<file path="src/sv/bpfl_pkg.sv">
package bpfl_pkg;

    localparam int CMD_W    = 3;
    localparam int STATUS_W = 2;

    typedef enum logic [CMD_W-1:0] {
        CMD_ALLOC      = 3'd0,
        CMD_LINK       = 3'd1,
        CMD_FREE_CHAIN = 3'd2,
        CMD_GET_NEXT   = 3'd3,
        CMD_REINIT     = 3'd4
    } t_cmd;

    typedef enum logic [STATUS_W-1:0] {
        STS_OK       = 2'd0,
        STS_EMPTY    = 2'd1,
        STS_OVERLONG = 2'd2
    } t_status;

    typedef enum logic [2:0] {
        S_IDLE,
        S_ALLOC,
        S_GET,
        S_WALK_RD,
        S_WALK_WR,
        S_DONE
    } t_state;

endpackage

</file>
<file path="src/sv/bpfl_ram.sv">
module bpfl_ram #(
    parameter int WIDTH = 5,
    parameter int DEPTH = 16
) (
    input  logic                     i_clk,
    input  logic                     i_we,
    input  logic [$clog2(DEPTH)-1:0] i_waddr,
    input  logic [WIDTH-1:0]         i_wdata,
    input  logic                     i_re,
    input  logic [$clog2(DEPTH)-1:0] i_raddr,
    output logic [WIDTH-1:0]         o_rdata
);

    logic [WIDTH-1:0] r_mem [DEPTH];
    logic [WIDTH-1:0] r_rdata;

    always_ff @(posedge i_clk) begin
        if (i_we) begin
            r_mem[i_waddr] <= i_wdata;
        end
        if (i_re) begin
            r_rdata <= r_mem[i_raddr];
        end
    end

    assign o_rdata = r_rdata;

endmodule

</file>
<file path="src/sv/buffer_pool_free_list_core.sv">
// Free-list allocator for a pool of POOL_BUFFERS fixed-size buffers, handles 1 to
// POOL_BUFFERS, 0 being null. The next links live in a single-port-read,
// single-port-write RAM with a registered read port; a valid bit per entry makes
// reset and reinit take effect at once (an unwritten entry k reads as k minus one).
// Every command returns one item. Link, reinit, unused commands and the empty,
// null and out-of-range cases of alloc and get_next go straight to the result
// stage; alloc and get_next first do one RAM read, and free_chain does a read and a
// write per buffer walked, for at most POOL_BUFFERS buffers. The next item is
// accepted in the cycle after the result is registered, even while that result
// still waits to be taken.
module buffer_pool_free_list_core #(
    parameter int POOL_BUFFERS = 16
) (
    input  logic                                     i_clk,
    input  logic                                     i_rst_n,
    input  logic                                     i_in_valid,
    output logic                                     o_in_ready,
    input  logic [bpfl_pkg::CMD_W-1:0]               i_cmd,
    input  logic [$clog2(POOL_BUFFERS+1)-1:0]        i_first_handle,
    input  logic [$clog2(POOL_BUFFERS+1)-1:0]        i_second_handle,
    output logic                                     o_out_valid,
    input  logic                                     i_out_ready,
    output logic [$clog2(POOL_BUFFERS+1)-1:0]        o_result_handle,
    output logic [bpfl_pkg::STATUS_W-1:0]            o_status
);
    import bpfl_pkg::*;

    localparam int W  = $clog2(POOL_BUFFERS + 1);
    localparam int AW = $clog2(POOL_BUFFERS);

    function automatic logic handle_ok(input logic [W-1:0] h);
        return (h != '0) && (h <= W'(POOL_BUFFERS));
    endfunction

    function automatic logic [AW-1:0] to_idx(input logic [W-1:0] h);
        logic [W-1:0] d;
        d = h - W'(1);
        return d[AW-1:0];
    endfunction

    t_state                  r_state, n_state;
    logic [W-1:0]            r_head, n_head;
    logic [W-1:0]            r_h, n_h;
    logic [W-1:0]            r_cnt, n_cnt;
    logic [AW-1:0]           r_idx, n_idx;
    logic [W-1:0]            r_res, n_res;
    logic [STATUS_W-1:0]     r_st, n_st;
    logic [POOL_BUFFERS-1:0] r_valid, n_valid;
    logic                    r_o_valid, n_o_valid;
    logic [W-1:0]            r_o_res, n_o_res;
    logic [STATUS_W-1:0]     r_o_st, n_o_st;

    logic          ram_we, ram_re;
    logic [AW-1:0] ram_waddr, ram_raddr;
    logic [W-1:0]  ram_wdata, ram_rdata;
    logic [W-1:0]  eff_link;
    logic          accept;

    bpfl_ram #(
        .WIDTH (W),
        .DEPTH (POOL_BUFFERS)
    ) u_link_ram (
        .i_clk   (i_clk),
        .i_we    (ram_we),
        .i_waddr (ram_waddr),
        .i_wdata (ram_wdata),
        .i_re    (ram_re),
        .i_raddr (ram_raddr),
        .o_rdata (ram_rdata)
    );

    assign o_in_ready      = (r_state == S_IDLE);
    assign accept          = i_in_valid && o_in_ready;
    assign eff_link        = r_valid[r_idx] ? ram_rdata : W'(r_idx);
    assign o_out_valid     = r_o_valid;
    assign o_result_handle = r_o_res;
    assign o_status        = r_o_st;

    always_comb begin
        n_state   = r_state;
        n_head    = r_head;
        n_h       = r_h;
        n_cnt     = r_cnt;
        n_idx     = r_idx;
        n_res     = r_res;
        n_st      = r_st;
        n_valid   = r_valid;
        n_o_valid = r_o_valid;
        n_o_res   = r_o_res;
        n_o_st    = r_o_st;
        ram_we    = 1'b0;
        ram_waddr = r_idx;
        ram_wdata = '0;
        ram_re    = 1'b0;
        ram_raddr = r_idx;

        if (r_o_valid && i_out_ready) begin
            n_o_valid = 1'b0;
        end

        case (r_state)
            S_IDLE: begin
                if (accept) begin
                    n_res   = '0;
                    n_st    = STS_OK;
                    n_state = S_DONE;
                    case (i_cmd)
                        CMD_ALLOC: begin
                            if (handle_ok(r_head)) begin
                                ram_re    = 1'b1;
                                ram_raddr = to_idx(r_head);
                                n_idx     = to_idx(r_head);
                                n_state   = S_ALLOC;
                            end else begin
                                n_st = STS_EMPTY;
                            end
                        end
                        CMD_LINK: begin
                            if (handle_ok(i_first_handle) &&
                                (i_second_handle == '0 || handle_ok(i_second_handle))) begin
                                ram_we                          = 1'b1;
                                ram_waddr                       = to_idx(i_first_handle);
                                ram_wdata                       = i_second_handle;
                                n_valid[to_idx(i_first_handle)] = 1'b1;
                            end
                        end
                        CMD_FREE_CHAIN: begin
                            n_h     = i_first_handle;
                            n_cnt   = '0;
                            n_state = S_WALK_RD;
                        end
                        CMD_GET_NEXT: begin
                            if (handle_ok(i_first_handle)) begin
                                ram_re    = 1'b1;
                                ram_raddr = to_idx(i_first_handle);
                                n_idx     = to_idx(i_first_handle);
                                n_state   = S_GET;
                            end
                        end
                        CMD_REINIT: begin
                            n_valid = '0;
                            n_head  = W'(POOL_BUFFERS);
                        end
                        default: begin
                            n_state = S_DONE;
                        end
                    endcase
                end
            end
            S_ALLOC: begin
                n_res          = r_head;
                n_head         = eff_link;
                ram_we         = 1'b1;
                ram_waddr      = r_idx;
                ram_wdata      = '0;
                n_valid[r_idx] = 1'b1;
                n_state        = S_DONE;
            end
            S_GET: begin
                n_res   = eff_link;
                n_state = S_DONE;
            end
            S_WALK_RD: begin
                if (!handle_ok(r_h)) begin
                    n_state = S_DONE;
                end else if (r_cnt == W'(POOL_BUFFERS)) begin
                    n_st    = STS_OVERLONG;
                    n_state = S_DONE;
                end else begin
                    ram_re    = 1'b1;
                    ram_raddr = to_idx(r_h);
                    n_idx     = to_idx(r_h);
                    n_state   = S_WALK_WR;
                end
            end
            S_WALK_WR: begin
                ram_we         = 1'b1;
                ram_waddr      = r_idx;
                ram_wdata      = r_head;
                n_valid[r_idx] = 1'b1;
                n_head         = r_h;
                n_h            = eff_link;
                n_cnt          = r_cnt + W'(1);
                n_state        = S_WALK_RD;
            end
            S_DONE: begin
                if (!r_o_valid || i_out_ready) begin
                    n_o_valid = 1'b1;
                    n_o_res   = r_res;
                    n_o_st    = r_st;
                    n_state   = S_IDLE;
                end
            end
            default: begin
                n_state = S_IDLE;
            end
        endcase
    end

    always_ff @(posedge i_clk) begin
        if (!i_rst_n) begin
            r_state   <= S_IDLE;
            r_head    <= W'(POOL_BUFFERS);
            r_valid   <= '0;
            r_o_valid <= 1'b0;
        end else begin
            r_state   <= n_state;
            r_head    <= n_head;
            r_valid   <= n_valid;
            r_o_valid <= n_o_valid;
        end
        r_h     <= n_h;
        r_cnt   <= n_cnt;
        r_idx   <= n_idx;
        r_res   <= n_res;
        r_st    <= n_st;
        r_o_res <= n_o_res;
        r_o_st  <= n_o_st;
    end

    a_head_in_range: assert property (@(posedge i_clk) disable iff (!i_rst_n)
        (r_head == '0) || handle_ok(r_head))
        else $error("free-list head out of range");

    a_no_write_on_read_only: assert property (@(posedge i_clk) disable iff (!i_rst_n)
        (r_state == S_GET || r_state == S_DONE || r_state == S_WALK_RD) |-> !ram_we)
        else $error("link write outside a modifying state");

    a_walk_bounded: assert property (@(posedge i_clk) disable iff (!i_rst_n)
        (r_state == S_WALK_RD || r_state == S_WALK_WR) |-> (r_cnt <= W'(POOL_BUFFERS)))
        else $error("chain walk beyond pool size");

    a_walk_handle_ok: assert property (@(posedge i_clk) disable iff (!i_rst_n)
        (r_state == S_WALK_WR) |-> (handle_ok(r_h) && r_idx == to_idx(r_h)))
        else $error("walk pushing an invalid handle");

    a_result_held: assert property (@(posedge i_clk) disable iff (!i_rst_n)
        (r_state == S_DONE && r_o_valid && !i_out_ready) |=> (r_state == S_DONE))
        else $error("result dropped while output stalled");

endmodule

</file>
<file path="config.mk">
export PLATFORM = sky130hd
export DESIGN_NAME = buffer_pool_free_list_core
export DESIGN_NICKNAME = d
export VERILOG_FILES = /design/src/sv/bpfl_pkg.sv /design/src/sv/bpfl_ram.sv /design/src/sv/buffer_pool_free_list_core.sv
export SDC_FILE = /design/constraint.sdc
export NUM_CORES = 1
export LEC_CHECK = 0
export ABC_AREA = 1
export BUFFER_PORTS_ARGS = -buffer_cell sky130_fd_sc_hd__buf_2
export CAP_MARGIN = 5
export CORE_AREA = 8 8 121 123
export DETAILED_ROUTE_END_ITERATION = 7
export DIE_AREA = 0 0 129 131
export GPL_TIMING_DRIVEN = 0
export PLACE_DENSITY = 0.79
export REMOVE_ABC_BUFFERS = 1
export SLEW_MARGIN = 30
export SYNTH_ARGS = -nofsm -noshare
export SYNTH_HDL_FRONTEND = slang
export SYNTH_SLANG_ARGS = --single-unit
</file>
<file path="constraint.sdc">
create_clock -name i_clk -period 2.25 [get_ports i_clk]
set_input_delay 0.1125 -clock i_clk [delete_from_list [all_inputs] [get_ports i_clk]]
set_output_delay 0.1125 -clock i_clk [all_outputs]
set_load 0.005 [all_outputs]
</file>
==> metrics.md <==
| Metric | Value |
|---|---|
| Max Fanout on Critical Path | 6 |
| Maximum clock skew at final layout | about 0.011 ns |
| Number of CTS-inserted buffers | 17 |
| Number of endpoints failing setup at the final stage | between 70 and 80 |
| Total placed instance area | between 7000 and 8000 µm² |
| Launch instance of the worst register-to-register path | r_h[0] |
| Top-level I/O count | 26 |
| Slack of the critical path | -0.421 ns |
| Hold_ws | just under 0.08 ns |
| Antenna violations before repair | 1 |
| Filler cells | approximately 740 |
| Dominant combinational cell family by area after synthesis | simple AND/OR/NAND/NOR gates |
| All-Layer GR Usage | about a quarter |
| Fin crit period | roughly 2.7 ns |
| Most common cell after layout, fill and taps aside | sky130_fd_sc_hd__nand2_1 |
| Reg-to-Reg End | u_link_ram.o_rdata[0] |
| Number of cell instances on the worst register-to-register path | 13 |
| RSZ-0062 raised after global routing | yes |
| Highest-count cells in the layout ignoring fill and taps | sky130_fd_sc_hd__nand2_1, sky130_fd_sc_hd__inv_1, sky130_fd_sc_hd__edfxtp_1 |
| TritonCTS sink count | 138 |
| Period utilization | 119% |
| Latest clock arrival within the worst-skew pair | approximately 0.43 ns |
| Wire length after detailed routing | about 27000 µm |
| DR vias | approximately 7400 |
| Area fraction in and, or, nand and nor cells after synthesis | between 20% and 30% |
| Worst slew slack as a fraction of its limit | roughly two fifths |
| Total power per unit cell area | around 1300 nW/µm² |
| Share of synthesized cell area in full adder, half adder and majority cells | between 1 and 1.5% |
| Accumulated negative setup slack | -8.47 ns |
| IO Port Bufs | 25 |
| EDFF count, synth | 109 |
| Maximum buffer depth of the clock tree | 2 |
| Detailed-routing wirelength on met1 | ~9000 µm |
| Final hold violation count | 0 |
| VDD IR-drop max | roughly 0.00074 V |
| Final weighted congestion in routability-driven placement | between 0.9 and 1 |
| Ratio of cells with drive above 1 in the final layout | between 20% and 30% |
| Initial core utilization | a little over half |
| Flop-to-flop setup slack | -0.42 ns |
| Number of global-route vias before repair | 6148 |
| Req. time, crit path | around 2.4 ns |
| Number of iterations in the first detailed-routing pass | 8 |
| Kind of path behind the tightest hold check | in -> reg |
| Count of final max-slew check failures | 0 |
| Syn Inst Count | between 800 and 900 |
| Clock transition at path regs | ~0.06 ns |
| Kind of start point of the critical path | flip-flop |
| Synthesized-area fraction occupied by xor and xnor cells | less than 1% |
| Mapped Area | ~7000 µm² |
| Category of the most critical setup path | reg -> reg |
| Leakage power figure | 3.89 nW |
| Number of nets still failing antenna checks after routing | 0 |
| Die Span Y | around 130 µm |
| Initial detailed-routing violation count | ~1900 |
| Final design instance area without fill | ~9200 µm² |
| # DRC | 1 |
| Ys async rst share | 0% |
| CP endpoint kind | flip-flop |
| Synth warn | 0 |
| First-pass GRT wire length | 33300 µm |
| TritonCTS clock tree | yes |
| Pin slew with the least headroom to its limit | between 0.9 and 1 ns |
| Placeable core area | approximately 13000 µm² |
| Synthesized area per cell | about 8.7 µm² |
| Die Wd | 129 µm |
| Maximum clock rate | roughly 0.37 GHz |
| Post-synthesis mux area share | 0% |
| Largest net degree at the start of global routing | 25 |
| Critical Path Sink | u_link_ram.o_rdata[0] |
| Most used DFF post-synth | sky130_fd_sc_hd__edfxtp_1 |
| Outcome | finished with violations |
| Net count reported at finish | approximately 900 |
| Clock root cell | sky130_fd_sc_hd__clkbuf_16 |
| Number of inserted diodes | 0 |
| Die area | approximately 17000 µm² |
| Placed wire-length estimate | 10800 µm |
| Top Layer Used | met5 |
| Unique cell type count in the Yosys netlist | 39 |
| Synthesized flop and latch total | between 100 and 150 |
| Met3 wirelength from detailed routing | 4260 µm |
| Max-cap violations | 0 |
| Detail-routed net length per standard cell | 25.1 µm |
| Cell row count | 42 |
| Endpoint arrival time on the critical path | 2.83 ns |
| Total congestion overflow after global routing | 0 |
| Area growth from synthesis to layout | 31.3% |
| Vias per inst | 6.86 |
| Failing checks | design-rule violations, negative setup slack |
| Start point of the critical path | r_h[0] |
| Metal2 WL | about 12000 µm |
| Compound-Gate Fraction of Synth Area | roughly 6.8% |
| Register area share after synthesis | between 50% and 60% |
| H-tree depth | 4 |
## metal layers
metal	track usage (%)	vias up
met1	31.5	3277
met3	7.02	280
li1	-	2921
met2	42.2	898
met5	0	-
met4	14.5	2
## final cells by class
| class | count | area, µm² | area share, % |
|---|---|---|---|
| clock buffers | 18 | 429 | 4.66 |
| repair inverters | 2 | 13.8 | 0.150 |
| multi-input cells | 507 | 3340 | 36.3 |
| clock inverters | 12 | 128 | 1.39 |
| flip-flops and latches | 138 | 3860 | 42.0 |
| repair buffers | 76 | 627 | 6.81 |
| inverters | 146 | 581 | 6.31 |
| well taps | 176 | 220 | 2.39 |
## how the worst min path moves through the flow
stage | start | end | depth (start not counted)
final | i_first_handle[0] | r_h[0] | 3
after global routing | i_first_handle[0] | r_h[0] | 3
after CTS | i_first_handle[4] | r_h[4] | 3
after detailed placement | i_rst_n | r_head[4] | 2
after global placement | i_rst_n | r_head[4] | 2
after floorplan | i_rst_n | r_head[4] | 1
## worst max-delay path, stage by stage, from the launching register on
cell and delay [ns]:
sky130_fd_sc_hd__edfxtp_1 0.44, sky130_fd_sc_hd__inv_4 0.10, sky130_fd_sc_hd__ha_4 0.15, sky130_fd_sc_hd__nand4_1 0.23
sky130_fd_sc_hd__nand4_4 0.18, sky130_fd_sc_hd__buf_12 0.15, sky130_fd_sc_hd__buf_6 0.11, sky130_fd_sc_hd__nand3_4 0.21
sky130_fd_sc_hd__nand3_4 0.23, sky130_fd_sc_hd__nand2_1 0.07, sky130_fd_sc_hd__nand3_1 0.07, sky130_fd_sc_hd__nand3_1 0.16
sky130_fd_sc_hd__nand3_1 0.16, sky130_fd_sc_hd__nand2_2 0.12
## flip-flops by register name, indices dropped and copies added, names as in the netlist
register and count:
o_out_valid 1, o_result_handle 5, o_status 2, r_cnt 5, r_h 5, r_head 5
r_idx 4, r_res 5, r_st 2, r_state 3, r_valid 16, u_link_ram.o_rdata 5
u_link_ram.r_mem 80
## cells in the mapped netlist (5+ instances only)
cell                       instances  share of area [%]
sky130_fd_sc_hd__nand2_1         150                8.0
sky130_fd_sc_hd__inv_1           137                7.3
sky130_fd_sc_hd__nand3_2           5               0.71
sky130_fd_sc_hd__buf_2            17                1.2
sky130_fd_sc_hd__nand4_1          46                4.1
sky130_fd_sc_hd__clkbuf_1         10               0.54
sky130_fd_sc_hd__inv_2             8               0.43
sky130_fd_sc_hd__nand3_1         107                7.6
sky130_fd_sc_hd__o22ai_1          10               0.89
sky130_fd_sc_hd__ha_1              8                1.4
sky130_fd_sc_hd__a21oi_1          22                1.6
sky130_fd_sc_hd__dfxtp_1          29                8.3
sky130_fd_sc_hd__edfxtp_1        109                 47
sky130_fd_sc_hd__nor2_1           63                3.4
sky130_fd_sc_hd__xor2_1            5               0.62
sky130_fd_sc_hd__nor3_1            6               0.43
sky130_fd_sc_hd__o21ai_0          32                2.3
## through the flow
| step | cells | util, % | power [mW] | worst slack [ns] |
|---|---|---|---|---|
| finish | 1075 | 71.5 | 11.7 | -0.421 |
| global route | 1075 | 71.5 | 12.0 | -0.421 |
| CTS | 1045 | 66.9 | 9.97 | -0.0855 |
| detailed placement | 980 | 56.7 | 6.57 | -1.43 |
| global placement | 976 | 56.2 | 6.46 | -1.74 |
| floorplan | 775 | - | 5.61 | -0.607 |
## where the power goes
| group | switching (mW) | total, mW | internal (mW) |
|---|---|---|---|
| clock network | 1.10 | 2.71 | 1.61 |
| logic | 3.87 | 5.51 | 1.64 |
| registers | 0.263 | 3.51 | 3.25 |
| total | 5.24 | 11.7 | 6.50 |
## logic make-up (layout without fill, tap and decap cells)
group | Yosys count | count (layout)
AO/OA/AOI/OAI | 82 | 82
flip-flops | 138 | 138
XOR/XNOR | 6 | 6
buffers and inverters | 174 | 254
AND/OR/NAND/NOR | 395 | 411
adder cells (fa/ha/maj) | 8 | 8
## timing repair
action | CTS | global route
gates resized for setup | 98 | 83
hold buffers | 2 | 0
hold endpoints to repair | 2 | 0
setup endpoints to repair | 129 | 123
pin swaps | 16 | 38
setup buffers | 18 | 26
cloned | 15 | 4
No activity file was read; power rests on OpenSTA's default activity.
